## src/sv/pil_pkg.sv

```systemverilog
package pil_pkg;

  // Default list capacity
  localparam int CAPACITY_DEFAULT = 64;

  // Field widths fixed by the word format
  localparam int DATA_W  = 32;
  localparam int POS_W   = 7;
  localparam int CMD_W   = 2;
  localparam int COUNT_W = 7;
  localparam int STAT_W  = 2;

  // Command codes
  localparam logic [CMD_W-1:0] CMD_INSERT = 2'd0;
  localparam logic [CMD_W-1:0] CMD_DELETE = 2'd1;
  localparam logic [CMD_W-1:0] CMD_READ   = 2'd2;

  // Status codes
  localparam logic [STAT_W-1:0] ST_DONE  = 2'd0;
  localparam logic [STAT_W-1:0] ST_RANGE = 2'd1;
  localparam logic [STAT_W-1:0] ST_FULL  = 2'd2;

  // Input word
  typedef struct packed {
    logic [CMD_W-1:0]         cmd;
    logic [POS_W-1:0]         position;
    logic signed [DATA_W-1:0] value;
  } pil_item_t;

  // Result word
  typedef struct packed {
    logic signed [DATA_W-1:0] read_value;
    logic [COUNT_W-1:0]       list_count;
    logic [STAT_W-1:0]        status;
  } pil_result_t;

  // Operation broadcast to every cell of the row
  typedef struct packed {
    logic ins;
    logic del;
    logic rd;
  } pil_cell_ctrl_t;

endpackage

```

## src/sv/pil_cell.sv

```systemverilog
module pil_cell #(
  parameter int IW  = 6,
  parameter int IDX = 0
) (
  input  logic                           clk,
  input  pil_pkg::pil_cell_ctrl_t        ctrl,
  input  logic [IW-1:0]                  k,
  input  logic [pil_pkg::DATA_W-1:0]     ins_value,
  input  logic [pil_pkg::DATA_W-1:0]     left_data,
  input  logic [pil_pkg::DATA_W-1:0]     right_data,
  output logic [pil_pkg::DATA_W-1:0]     data,
  output logic [pil_pkg::DATA_W-1:0]     tap
);
  import pil_pkg::*;

  localparam logic [IW-1:0] IDX_V = IW'(IDX);

  logic at_k;
  logic above_k;

  // Locate this cell relative to the addressed slot
  always_comb begin
    at_k    = (IDX_V == k);
    above_k = (IDX_V > k);
  end

  // Take the new word, shift up from the left or down from the right, else hold
  always_ff @(posedge clk) begin
    if (ctrl.ins) begin
      if (at_k) begin
        data <= ins_value;
      end else if (above_k) begin
        data <= left_data;
      end
    end else if (ctrl.del && (at_k || above_k)) begin
      data <= right_data;
    end
  end

  // Drive the read tap only from the addressed cell
  assign tap = (ctrl.rd && at_k) ? data : '0;

endmodule

```

## config.mk

```make
export PLATFORM = sky130hd
export DESIGN_NAME = pil_cell
export DESIGN_NICKNAME = d
export VERILOG_FILES = /design/src/sv/pil_pkg.sv /design/src/sv/pil_cell.sv
export SDC_FILE = /design/constraint.sdc
export NUM_CORES = 1
export LEC_CHECK = 0
export BUFFER_PORTS_ARGS = -buffer_cell sky130_fd_sc_hd__buf_2
export CORE_AREA = 2 2 76 78
export CTS_CLUSTER_SIZE = 25
export DETAILED_ROUTE_END_ITERATION = 10
export DIE_AREA = 0 0 78 80
export PLACE_DENSITY_LB_ADDON = 0.05
export SETUP_SLACK_MARGIN = 0.5
export SLEW_MARGIN = 20
export SYNTH_ARGS = -nofsm -noshare
export SYNTH_HDL_FRONTEND = slang
export SYNTH_SLANG_ARGS = --single-unit
export TNS_END_PERCENT = 50
```

## constraint.sdc

```tcl
create_clock -name clk -period 2.8 [get_ports clk]
set_input_delay 0.14 -clock clk [delete_from_list [all_inputs] [get_ports clk]]
set_output_delay 0.14 -clock clk [all_outputs]
set_load 0.05 [all_outputs]
```

* Word-level counts from Yosys, hierarchy flattened
Cells that the tools add are included. W data, S select, Z words.
Cells by class: add/subtract/negate cells 0, $mul 0, div/mod/pow operators 0, order comparisons 1, eq/ne operators 1, shift operators 0, muxes and demuxes 5, bitwise gates (word level) 0, reductions and logical operators 6
Operators by type and width (count):
- $mux W32 | 5
- $gt A1 B6 Y1 const A | 1
- $logic_not A6 Y1 | 1
- $ne A3 B1 Y1 const B | 1
- $logic_and A1 B1 Y1 | 2
- $reduce_and A2 Y1 | 1
- $reduce_bool A2 Y1 | 1
- $logic_or A1 B1 Y1 | 1
Word-level totals: register bits 32, bits in latches 0, memory bits (writable) 0, bits in read-only memories 0, input port bits 106, output and inout bits 64, memories 0

* Logic depth before layout (Yosys ltp)
Gate-level depths: netlist of the first run.
word-level depth 5, depth in mapped cells 4

* Worst setup path before layout of the first run
OpenSTA, ideal clock, no wires.
kind input to register, from input k[3], to register data[0] (netlist bit) (enable), library setup time 0.391 ns, arrival time 1.783 ns, required time 2.409 ns, slack 0.626 ns, stages on the path 4, buffers on the path 1, cells stage by stage or4_4 nor2_4 buf_6 o21a_1
On the way: cells in the longest elaborated chain, start to end 5, elaborated cells on any way between the ends 7
Ends and longest elaborated chain:
- from (decl) | RTL line pil_cell.sv:7 | input logic [IW-1:0] k,
- $gt A1 B6 Y1 or $logic_not A6 Y1 (tied branches) | RTL line pil_cell.sv:24, pil_cell.sv:23
- $logic_or A1 B1 Y1 | RTL line pil_cell.sv:35 | end else if (ctrl.del && (at_k || above_k)) begin
- $logic_and A1 B1 Y1 | RTL line pil_cell.sv:35
- $reduce_bool A2 Y1 (no source line)
- $reduce_and A2 Y1 (no source line) (*)
- to (signal assigned) | RTL line pil_cell.sv:31 | data <= ins_value;
- to (signal assigned) | RTL line pil_cell.sv:33 | data <= left_data;
- to (signal assigned) | RTL line pil_cell.sv:36 | data <= right_data;
- to (decl) | RTL line pil_cell.sv:11 | output logic [pil_pkg::DATA_W-1:0] data,
Every way passes the cells marked *; elsewhere a longest branch is shown, timed or not. A chain may end at the register's enable or synchronous reset.

* Final worst setup path of the first run
from input k[3], to output tap[8] (netlist bit)
On the way: cells in the longest elaborated chain, start to end 3
Ends and longest elaborated chain:
- $logic_not A6 Y1 | RTL line pil_cell.sv:23 | at_k = (IDX_V == k);
- $logic_and A1 B1 Y1 | RTL line pil_cell.sv:41 | assign tap = (ctrl.rd && at_k) ? data : '0;
- $mux W32 | RTL line pil_cell.sv:41
- to (decl) | RTL line pil_cell.sv:12 | output logic [pil_pkg::DATA_W-1:0] tap
No other way between the ends.

==> results.md, run 1 <==
* Highest routing layer actually used: met4
* Signed area change from the synthesized netlist to the final layout at 49.94%
* Cts-stage hold buffer count at 0
* Number of instances resized during post-cts repair at 0
* DIE HEIGHT at ~80 um
* Worst EP arrival at between 1.5 and 2 ns
* Maximum level of the CTS H-tree at 2
* Part of the total power dissipated in combinational logic at 0.170
* CTS max path bufs at 2
* Final cycle utilization of the critical path at 0.7248
* Number of clock sinks seen by CTS at 32
* Worst slew pin tran at 0.7078 ns
* Antenna diode instance count at 0
* Cell accounting for the most synthesized area: sky130_fd_sc_hd__edfxtp_1
* Clock buffer count from CTS at 5
* Overall global routing resource usage at 0.2028
* Met1 layer wirelength in the final routing at approximately 2800 um
* Number of nets in the synthesized netlist at ~330
* Final count of pins violating max slew at 0
* Synth area leaders: sky130_fd_sc_hd__edfxtp_1 49%, sky130_fd_sc_hd__a31oi_1 10%, sky130_fd_sc_hd__and3_1 10%
* Power consumption at 1.150 mW
* Estimated wirelength of the detail-placed design at between 4000 and 5000 um
* Kind of start point of the critical path: input pin
* Worst voltage drop across the vdd grid at 0.1937 mV
* Reg clk slew, reported paths at around 0.07 ns
* Global placement routability congestion at 0.8262
* Biggest register: data
* Cells along the critical path: buf_2, or4_4, nor2_4, buf_4, and3_1, buf_2
* Mean cell area of the mapped netlist at roughly 8.9 sq um
* Hold crit path type: input pin to flop
* Die area at around 6200 sq um
* Category of the most critical setup path: input pin to output pin
* Fin nets at 487
* Wire length of the first global-routing pass at between 9000 and 10000 um
* Setup repair after global routing missed its margin: false
* Post-synthesis sequential element count at 32
* Routed via count at 2358
* Total Routed Length at 6763 um
* Count of max-cap constraint violations at 0
* Crit path capture type: output pin
* Max transition margin at 0.5276
* Static power due to leakage at ~1.5 nW
* Total area of multi-input combinational cells at 904.6 sq um
* Post-Place Setup Slack at between 0.6 and 0.7 ns
* Initial Utilization at 0.3653
* Seq. cell area at about 960 sq um
* Number of warnings issued by yosys at 0
* Number of setup violations in the final report at 0
* Worst path top cell family by delay: simple AND/OR/NAND/NOR gates
* Fraction of layout instances using a drive strength above 1 at 0.4869
* Number of vias per cell at 5.194
* WL per Instance at roughly 15 um
* Clock power share at 0.362
* Largest registers: data x32
* Sequential share of the synthesized area at 0.4867
* Total count of hold-check failures in the final report at 0
* CTS root buffer: sky130_fd_sc_hd__clkbuf_8
* Overflow left after global routing at 0
* Final Core Density at 0.5477
* Post-detailed-route DRC marker count at 0
* Part of the power in registers at 0.468
* CP max-delay cell: sky130_fd_sc_hd__or4_4
* First DRT Iteration DRCs at 152
* DRT Pass-1 Iters at 4
* Status: finished, final reports clean
* Met3 wire length at 567 um
* Max reg flops at 32
* Maximum number of pins on one net before global-route repair at 65
* Internal power summed over all cells at 880.4 uW
* CP max FO at 33
* Port Buffer Count at around 170
* Area share of the largest cell type after synthesis at 0.4867
* Number of buffers and inverters on the critical path at 3
* Metal2 WL at 3351 um
* Netlist Area Pre-Place at a little under 2000 sq um
* Clock tree from TritonCTS: yes
* Count of distinct cell types in the synthesized netlist at 14
* Cells after Synth at 223
* Post-CTS Setup Repair Bufs at 0
* Worst path setup slack after routing at approximately 0.77 ns
* Power per unit of standard cell area at 388.6 nW/um^2
* Count of antenna-violating nets left after detailed routing at 0
* Filler Cell Count at roughly 550
* Highest clock rate at just under 500 MHz
* Number of primary I/O pins at 170
* Data required time of the worst path at approximately 2.7 ns
* Switching power summed over all nets at 270.1 uW
* Most numerous cell on the critical path: sky130_fd_sc_hd__buf_2
* Die X-Extent at slightly below 80 um
* Floorplan Core Area at roughly 5400 sq um
* Final critical delay including setup and external delays at around 2.0 ns
* Number of placement rows at 27
* Net Sw Frac at 0.2348
* Antenna violations before repair at 0
* Via count of the first global-routing pass at about 2200
* CP max stage delay at 0.72 ns
* Setup tns final at 0 ns
layout make-up:
cell class	instances	share of cell area
Clock buffer	5	0.02325
Clock inverter	3	0.01268
Multi-Input combinational cell	166	0.3056
Sequential cell	32	0.3246
Tap cell	72	0.03043
Timing Repair Buffer	176	0.3035
Yosys cell counts:
| cell type | count |
|---|---|
| sky130_fd_sc_hd__nand3_1 | 32 |
| sky130_fd_sc_hd__or2_0 | 1 |
| sky130_fd_sc_hd__nor4_2 | 1 |
| sky130_fd_sc_hd__and3_1 | 32 |
| sky130_fd_sc_hd__buf_2 | 3 |
| sky130_fd_sc_hd__edfxtp_1 | 32 |
| sky130_fd_sc_hd__or4_4 | 1 |
| sky130_fd_sc_hd__o21a_1 | 1 |
| sky130_fd_sc_hd__clkbuf_1 | 19 |
| sky130_fd_sc_hd__nor2_1 | 33 |
| sky130_fd_sc_hd__a31oi_1 | 32 |
| sky130_fd_sc_hd__o21ai_0 | 32 |
| sky130_fd_sc_hd__buf_6 | 3 |
| sky130_fd_sc_hd__nor2_4 | 1 |
power by group through the flow:
stage | clock network, mW | logic, mW | registers [mW]
5_1_grt | 0.452 | 0.216 | 0.538
4_1_cts | 0.426 | 0.196 | 0.538
6_report | 0.416 | 0.196 | 0.538
3_5_place_dp | 0 | 0.195 | 0.549
2_1_floorplan | 0 | 0.0818 | 0.564
3_3_place_gp | 0 | 0.195 | 0.548
worst paths after layout:
check	end	startpoint	depth (start not counted)
worst max-delay path	tap[8]	k[3]	6
worst min-delay path	data[29]	right_data[29]	3
placed cells by master (no fill, tap or decap):
cell and n:
sky130_fd_sc_hd__nand3_1 32, sky130_fd_sc_hd__clkbuf_8 5, sky130_fd_sc_hd__buf_2 169, sky130_fd_sc_hd__edfxtp_1 32, sky130_fd_sc_hd__nor2_2 1, sky130_fd_sc_hd__a31oi_1 32
sky130_fd_sc_hd__o21a_1 1, sky130_fd_sc_hd__bufinv_16 1, sky130_fd_sc_hd__or4_4 1, sky130_fd_sc_hd__or2_1 1, sky130_fd_sc_hd__nor2_4 1, sky130_fd_sc_hd__nor2_1 32
sky130_fd_sc_hd__nor4_4 1, sky130_fd_sc_hd__o21ai_0 32, sky130_fd_sc_hd__buf_4 7, sky130_fd_sc_hd__clkinv_1 2, sky130_fd_sc_hd__and3_1 32
cells by family after synthesis:
group                  synth area share
AND/OR/NAND/NOR                  0.2662
AO/OA/AOI/OAI                    0.1863
flip-flops                       0.4867
buffers and inverters           0.06083
routing by layer:
metal  track usage  vias to the layer above
li1              -                     1163
met1        0.2395                     1062
met2        0.3638                      125
met3       0.05090                        8
met4       0.05965                        0
met5             0                        -
metrics by stage:
step / instances / instance area, sq um / hold slack (ns)
6_report: 454 / 2960 / 0.2061
5_1_grt: 454 / 2960 / 0.2035
4_1_cts: 454 / 2960 / 0.1985
3_5_place_dp: 446 / 2854 / 0.4921
3_3_place_gp: 446 / 2854 / 0.4904
2_1_floorplan: 223 / 1974 / 0.3893
Note: power is estimated with default switching activity, not from simulation.
==> run 2: changes to the inputs <==
==> constraint.sdc (replaced) <==
create_clock -name clk -period 2.1 [get_ports clk]
set_input_delay 0.105 -clock clk [delete_from_list [all_inputs] [get_ports clk]]
set_output_delay 0.105 -clock clk [all_outputs]
set_load 0.05 [all_outputs]
==> run 2 against run 1 <==
Net effect:
- flip-flop and latch count stayed put
- hold slack worse by 0.033 ns
- count of clock-buffer cells in the layout is 2 higher
- cell count is 0.22% higher
- non-clock buffer count is 1 higher
- global-route usage is 0.11 points lower
- design area is 5.1% higher
- clock power is 4% higher
- worst setup slack worse by 0.26 ns
- critical endpoint is now tap[27]
- largest cell class is now buffers
==> results.md, run 2 (synthesized netlist as in run 1, its figures left out) <==
* CP max FO at 19
* Worst min-delay path startpoint: right_data[15]
* Die X-Extent at ~78 um
* Total Routed Length at about 6500 um
* Worst-case hold path end point: data[15]
* Antenna violations before repair at 0
* Worst voltage drop across the vdd grid at 0.2384 mV
* Max reg flops at 32
* Maximum level of the CTS H-tree at 2
* Maximum number of pins on one net before global-route repair at 52
* Biggest register: data
* First DRT Iteration DRCs at 88
* Global placement routability congestion at between 0.7 and 0.8
* DIE HEIGHT at about 80 um
* Cells along the critical path: buf_2, or4_4, nor2_4, buf_8, and3_1, buf_4
* Largest registers: data x32
* Total count of hold-check failures in the final report at 0
* Clock tree from TritonCTS: yes
* Setup tns final at 0 ns
* Commonest non-fill, non-tap cell in the layout: sky130_fd_sc_hd__buf_2
* Crit path capture type: output pin
* Reg clk slew, reported paths at 0.06 ns
* Post-detailed-route DRC marker count at 0
* Routed via count at ~2400
* Final critical delay including setup and external delays at between 1.5 and 2 ns
* Worst EP arrival at 1.48 ns
* Final count of pins violating max slew at 0
* CTS max path bufs at 2
* Number of primary I/O pins at 170
* Number of setup violations in the final report at 0
* Fraction of layout instances using a drive strength above 1 at 0.4883
* CTS root buffer: sky130_fd_sc_hd__clkbuf_8
* Count of antenna-violating nets left after detailed routing at 0
* Die area at roughly 6200 sq um
* Status: finished, final reports clean
* Max transition margin at 0.6886
* CP max stage delay at about 0.55 ns
* Floorplan Core Area at ~5400 sq um
* WL per Instance at 14.33 um
* Worst hold path cell count at 3
* Overall global routing resource usage at 0.2017
* Data required time of the worst path at around 2.0 ns
* Count of max-cap constraint violations at 0
* Clock buffer count from CTS at 5
* Initial Utilization at 0.3653
* Worst path setup slack after routing at ~0.51 ns
* Category of the most critical setup path: input pin to output pin
* Post-Place Setup Slack at 0.4047 ns
* Estimated wirelength of the detail-placed design at 4688 um
* Final cycle utilization of the critical path at 0.7568
* Overflow left after global routing at 0
* Number of placement rows at 27
* Via count of the first global-routing pass at ~2100
* Fin nets at a little under 500
* Worst slew pin tran at approximately 0.47 ns
* Power per unit of standard cell area at 452.9 nW/um^2
* Kind of start point of the critical path: input pin
* Wire length of the first global-routing pass at 9915 um
* Signed area change from the synthesized netlist to the final layout at 57.60%
* Hold crit path type: input pin to flop
* DRT Pass-1 Iters at 4
* Number of clock sinks seen by CTS at 32
* Setup repair after global routing missed its margin: true
* Number of vias per cell at roughly 5.2
* Static power due to leakage at around 1.5 nW
* Highest clock rate at ~630 MHz
* Port Buffer Count at around 170
* Antenna diode instance count at 0
* CP max-delay cell: sky130_fd_sc_hd__or4_4
## run 2: changes by cell type in the layout (fill, tap and decap cells not counted)
cell / delta
sky130_fd_sc_hd__o21a_4: +1
sky130_fd_sc_hd__bufinv_16: -1
sky130_fd_sc_hd__buf_2: -32
sky130_fd_sc_hd__buf_8: +1
sky130_fd_sc_hd__buf_6: +20
sky130_fd_sc_hd__clkbuf_1: +2
sky130_fd_sc_hd__o21a_1: -1
sky130_fd_sc_hd__clkinv_1: -1
sky130_fd_sc_hd__buf_4: +12
## run 2: timing repair
action                                  CTS  global route
buffers inserted                          0             1
hold buffers                              0             0
cloned                                    0             0
gates resized for setup                  14            58
pin swaps                                 0             1
endpoints found under the setup margin   29            32
## run 2: worst max-delay path, delay by kind of cell
kind / cells / cell delay [ns]
AND/OR/NAND/NOR: 3 / 0.89
buffers and inverters: 3 / 0.49
## run 2: power breakdown
part | switching, mW | internal (mW) | leakage, nW
registers | 0.00257 | 0.715 | 0.298
clock network | 0.201 | 0.230 | 0.0399
logic | 0.144 | 0.116 | 1.13
total | 0.348 | 1.06 | 1.47
## run 2: through the flow
step	util	instance area, sq um	hold slack, ns	power [mW]	cells
5_1_grt	0.5757	3112	0.1701	1.482	455
4_1_cts	0.5507	2977	0.1627	1.422	454
3_5_place_dp	0.5294	2861	0.4517	0.9894	446
6_report	0.5757	3112	0.1729	1.409	455
3_3_place_gp	0.5294	2861	0.4439	0.9885	446
2_1_floorplan	-	1982	0.3543	0.8608	223
## run 2: worst max-delay path by stage
stage | startpoint | to | slack, ns | depth (start not counted)
global route | k[3] | tap[12] | 0.45 | 6
CTS | k[3] | tap[15] | 0.46 | 6
detailed placement | k[3] | data[15] | 0.40 | 4
finish | k[3] | tap[27] | 0.51 | 6
floorplan | k[3] | data[0] | 0.47 | 4
global placement | k[3] | data[15] | 0.41 | 4
## run 2: final cells by class
class	count	area [sq um]
clock buffers	7	76.32
well taps	72	90.09
clock inverters	1	3.754
flip-flops and latches	32	960.9
multi-input cells	166	912.1
repair buffers	177	1069
fillers	523	2293
## run 2: metal layers
layer | vias up | track usage | share of wire
li1 | 1161 | - | -
met1 | 1074 | 0.2279 | 0.39
met2 | 106 | 0.3690 | 0.51
met3 | 9 | 0.05882 | 0.081
met4 | 0 | 0.05789 | 0.016
met5 | - | 0 | 0
==> run 3: changes to the inputs <==
--- a/config.mk
+++ b/config.mk
@@ -5,11 +5,12 @@
 export SDC_FILE = /design/constraint.sdc
 export NUM_CORES = 1
 export LEC_CHECK = 0
+export ABC_AREA = 1
 export BUFFER_PORTS_ARGS = -buffer_cell sky130_fd_sc_hd__buf_2
-export CORE_AREA = 2 2 76 78
+export CORE_AREA = 2 2 79 81
 export CTS_CLUSTER_SIZE = 25
 export DETAILED_ROUTE_END_ITERATION = 10
-export DIE_AREA = 0 0 78 80
+export DIE_AREA = 0 0 81 83
 export PLACE_DENSITY_LB_ADDON = 0.05
 export SETUP_SLACK_MARGIN = 0.5
 export SLEW_MARGIN = 20
==> constraint.sdc (replaced) <==
create_clock -name clk -period 1.6 [get_ports clk]
set_input_delay 0.08 -clock clk [delete_from_list [all_inputs] [get_ports clk]]
set_output_delay 0.08 -clock clk [all_outputs]
set_load 0.05 [all_outputs]
==> run 3 against run 2 <==
Net effect:
- count of clock-buffer cells in the layout decreased by 2
- utilization up 9.2 points
- combinational power grew 67%
- hold slack got worse by 0.11 ns
- critical path type unchanged
- worst setup slack worse by 0.022 ns
- critical path depth grew 1
- synthesized cell count grew 57%
- first-iteration DRC count up 88%
- total power is 40% higher
==> results.md, run 3 <==
* Most numerous cell on the critical path: sky130_fd_sc_hd__buf_6
* Count of antenna-violating nets left after detailed routing at 0
* Total count of hold-check failures in the final report at 0
* Port Buffer Count at around 170
* Number of vias per cell at 4.718
* Met1 layer wirelength in the final routing at 3263 um
* Count of distinct cell types in the synthesized netlist at 11
* Number of setup violations in the final report at 0
* Number of placement rows at 28
* Met3 wire length at between 600 and 700 um
* Net Sw Frac at 0.2778
* Static power due to leakage at 2.235 nW
* Fraction of registers with async set/reset at 0
* Highest clock rate at around 900 MHz
* CP max FO at 6
* Netlist Area Pre-Place at between 2000 and 2500 sq um
* Cells along the critical path: buf_6, nor2_4, nand4_1, buf_6, clkbuf_16, nor2_4, buf_6
* Overall global routing resource usage at 0.2281
* Commonest non-fill, non-tap cells in the layout: 134 x sky130_fd_sc_hd__buf_2, 96 x sky130_fd_sc_hd__inv_1, 96 x sky130_fd_sc_hd__nand2_1, 33 x sky130_fd_sc_hd__nand4_1
* Cells after Synth at between 300 and 400
* Post-synth top flop: sky130_fd_sc_hd__edfxtp_1
* Overflow left after global routing at 0
* CTS root buffer: sky130_fd_sc_hd__clkbuf_8
* Signed area change from the synthesized netlist to the final layout at 66.97%
* Post-synthesis sequential element count at 32
* Internal power summed over all cells at around 1.4 mW
* Post-route non-filler standard cell count at ~600
* Worst min-delay path startpoint: right_data[13]
* Total area of multi-input combinational cells at around 1100 sq um
* WL per Instance at ~13 um
* Status: finished, final reports clean
* Post-Place Setup Slack at 0.3787 ns
* Cts-stage hold buffer count at 0
* Final Core Density at 0.6678
* Worst-case hold path end point: data[13]
* Routed via count at between 2000 and 3000
* Total Routed Length at approximately 8000 um
* Initial Utilization at 0.4000
* Largest registers: data x32
* Clock power share at 0.303
* CP max-delay cell: sky130_fd_sc_hd__buf_6
* Number of clock sinks seen by CTS at 32
* Maximum number of pins on one net before global-route repair at 33
* Most instantiated library cell after synthesis: sky130_fd_sc_hd__inv_1
* Worst slew pin tran at 0.3700 ns
* Top cell types by occurrence after synthesis: 97 x sky130_fd_sc_hd__inv_1, 96 x sky130_fd_sc_hd__nand2_1, 34 x sky130_fd_sc_hd__nor2_1
* Filler Cell Count at around 500
* Wire length of the first global-routing pass at 11830 um
* Number of primary I/O pins at 170
* DRT Pass-1 Iters at 5
* Part of the power in registers at 0.477
* Reg clk slew, reported paths at 0.07 ns
* Worst voltage drop across the vdd grid at 0.2816 mV
* Placed Instance Area at 3381 sq um
* Biggest register: data
* Worst path setup slack after routing at roughly 0.5 ns
* Clock buffer count from CTS at 5
* Final cycle utilization of the critical path at 0.6947
* Max transition margin at 0.7533
* Part of the total power dissipated in combinational logic at 0.221
* Crit path capture type: output pin
* Critical path launch point: k[2]
* Synth area leaders: sky130_fd_sc_hd__edfxtp_1 41%, sky130_fd_sc_hd__inv_1 16%, sky130_fd_sc_hd__nand2_1 15%
* Power consumption at just under 2 mW
* Clock tree from TritonCTS: yes
* Antenna diode instance count at 0
* Area share of the largest cell type after synthesis at 0.4131
* Max reg flops at 32
* Hold_ws at between 0.06 and 0.07 ns
* Die X-Extent at 81 um
* Maximum level of the CTS H-tree at 2
* Via count of the first global-routing pass at 2516
* Fin area at 3884 sq um
* Global placement routability congestion at ~0.9
* Final count of pins violating max slew at 0
* Category of the most critical setup path: input pin to output pin
* Metal2 WL at approximately 3800 um
* Highest routing layer actually used: met4
* Kind of start point of the critical path: input pin
* Fraction of layout instances using a drive strength above 1 at 0.4489
* Antenna violations before repair at 0
* Floorplan Core Area at around 5800 sq um
* Worst hold path cell count at 3
* Mean cell area of the mapped netlist at 6.646 sq um
* CTS max path bufs at 2
* Data required time of the worst path at 1.52 ns
* Final critical delay including setup and external delays at roughly 1.1 ns
* Post-detailed-route DRC marker count at 0
* Fin nets at around 630
* Number of nets in the synthesized netlist at between 400 and 500
* Number of warnings issued by yosys at 0
* Power per unit of standard cell area at about 500 nW/um^2
* Setup tns final at 0 ns
* Inst Count DP at ~600
* Setup repair after global routing missed its margin: true
* Die area at just under 7000 sq um
* Estimated wirelength of the detail-placed design at 5638 um
* First DRT Iteration DRCs at 165
* Seq. cell area at ~960 sq um
* CP max stage delay at roughly 0.17 ns
* DIE HEIGHT at roughly 83 um
* Commonest non-fill, non-tap cell in the layout: sky130_fd_sc_hd__buf_2
* Hold crit path type: input pin to flop
* Cell accounting for the most synthesized area: sky130_fd_sc_hd__edfxtp_1
* Number of synthesized flops with an enable pin at 32
* Worst EP arrival at roughly 1.0 ns
* Sequential share of the synthesized area at 0.4131
* Count of max-cap constraint violations at 0
* Switching power summed over all nets at roughly 550 uW
-- run 3: changes by cell type after synthesis, moves of 3 or more --
cell,before,now
sky130_fd_sc_hd__and3_1,32,0
sky130_fd_sc_hd__o21ai_0,32,0
sky130_fd_sc_hd__inv_1,0,97
sky130_fd_sc_hd__buf_2,3,16
sky130_fd_sc_hd__clkbuf_1,19,5
sky130_fd_sc_hd__nand4_1,0,33
sky130_fd_sc_hd__a31oi_1,32,0
sky130_fd_sc_hd__nand2_1,0,96
sky130_fd_sc_hd__buf_6,3,0
-- run 3: what timing repair did --
| item | 4_1_cts | 5_1_grt |
|---|---|---|
| gates cloned | 1 | 1 |
| endpoints found under the setup margin | 32 | 32 |
| gates resized for setup | 55 | 35 |
| pin swaps | 4 | 4 |
| setup buffers | 5 | 2 |
| hold endpoints to repair | 0 | 0 |
-- run 3: final cells by class --
cell class	count	share of cell area
inverter	97	0.09375
sequential	32	0.2474
multi-input combinational	199	0.2719
clock inverter	3	0.003544
tap	75	0.02416
timing repair buffer	192	0.3415
clock buffer	5	0.01772
-- run 3: worst max-delay path: cells and delay by family --
kind	cells	cell delay [ns]
simple gates	3	0.36
buf+inv	4	0.59
-- run 3: power by group through the flow --
stage / Sequential [mW] / Clock [mW] / Combinational, mW
finish: 0.942 / 0.599 / 0.436
CTS: 0.942 / 0.613 / 0.421
global placement: 0.960 / 0 / 0.401
floorplan: 0.987 / 0 / 0.194
detailed placement: 0.960 / 0 / 0.410
global route: 0.942 / 0.643 / 0.485
-- run 3: cells by family (layout without fill, tap and decap cells) --
| group | after synthesis | count (layout) | synth area share |
|---|---|---|---|
| buffers and inverters | 119 | 297 | 0.2006 |
| AND/OR/NAND/NOR | 199 | 199 | 0.3862 |
| flip-flops | 32 | 32 | 0.4131 |
-- run 3: how the worst max path moves through the flow --
stage | slack [ns] | to
floorplan | 0.18 | data[0]
global placement | 0.43 | tap[25]
detailed placement | 0.38 | tap[15]
CTS | 0.49 | tap[3]
global route | 0.45 | tap[23]
finish | 0.49 | tap[22]
-- run 3: routing by layer --
layer  GRT usage  up-vias
li1            -     1422
met1      0.2994     1262
met2      0.3704      143
met3     0.04565       18
met4     0.07858        0
met5           0        -
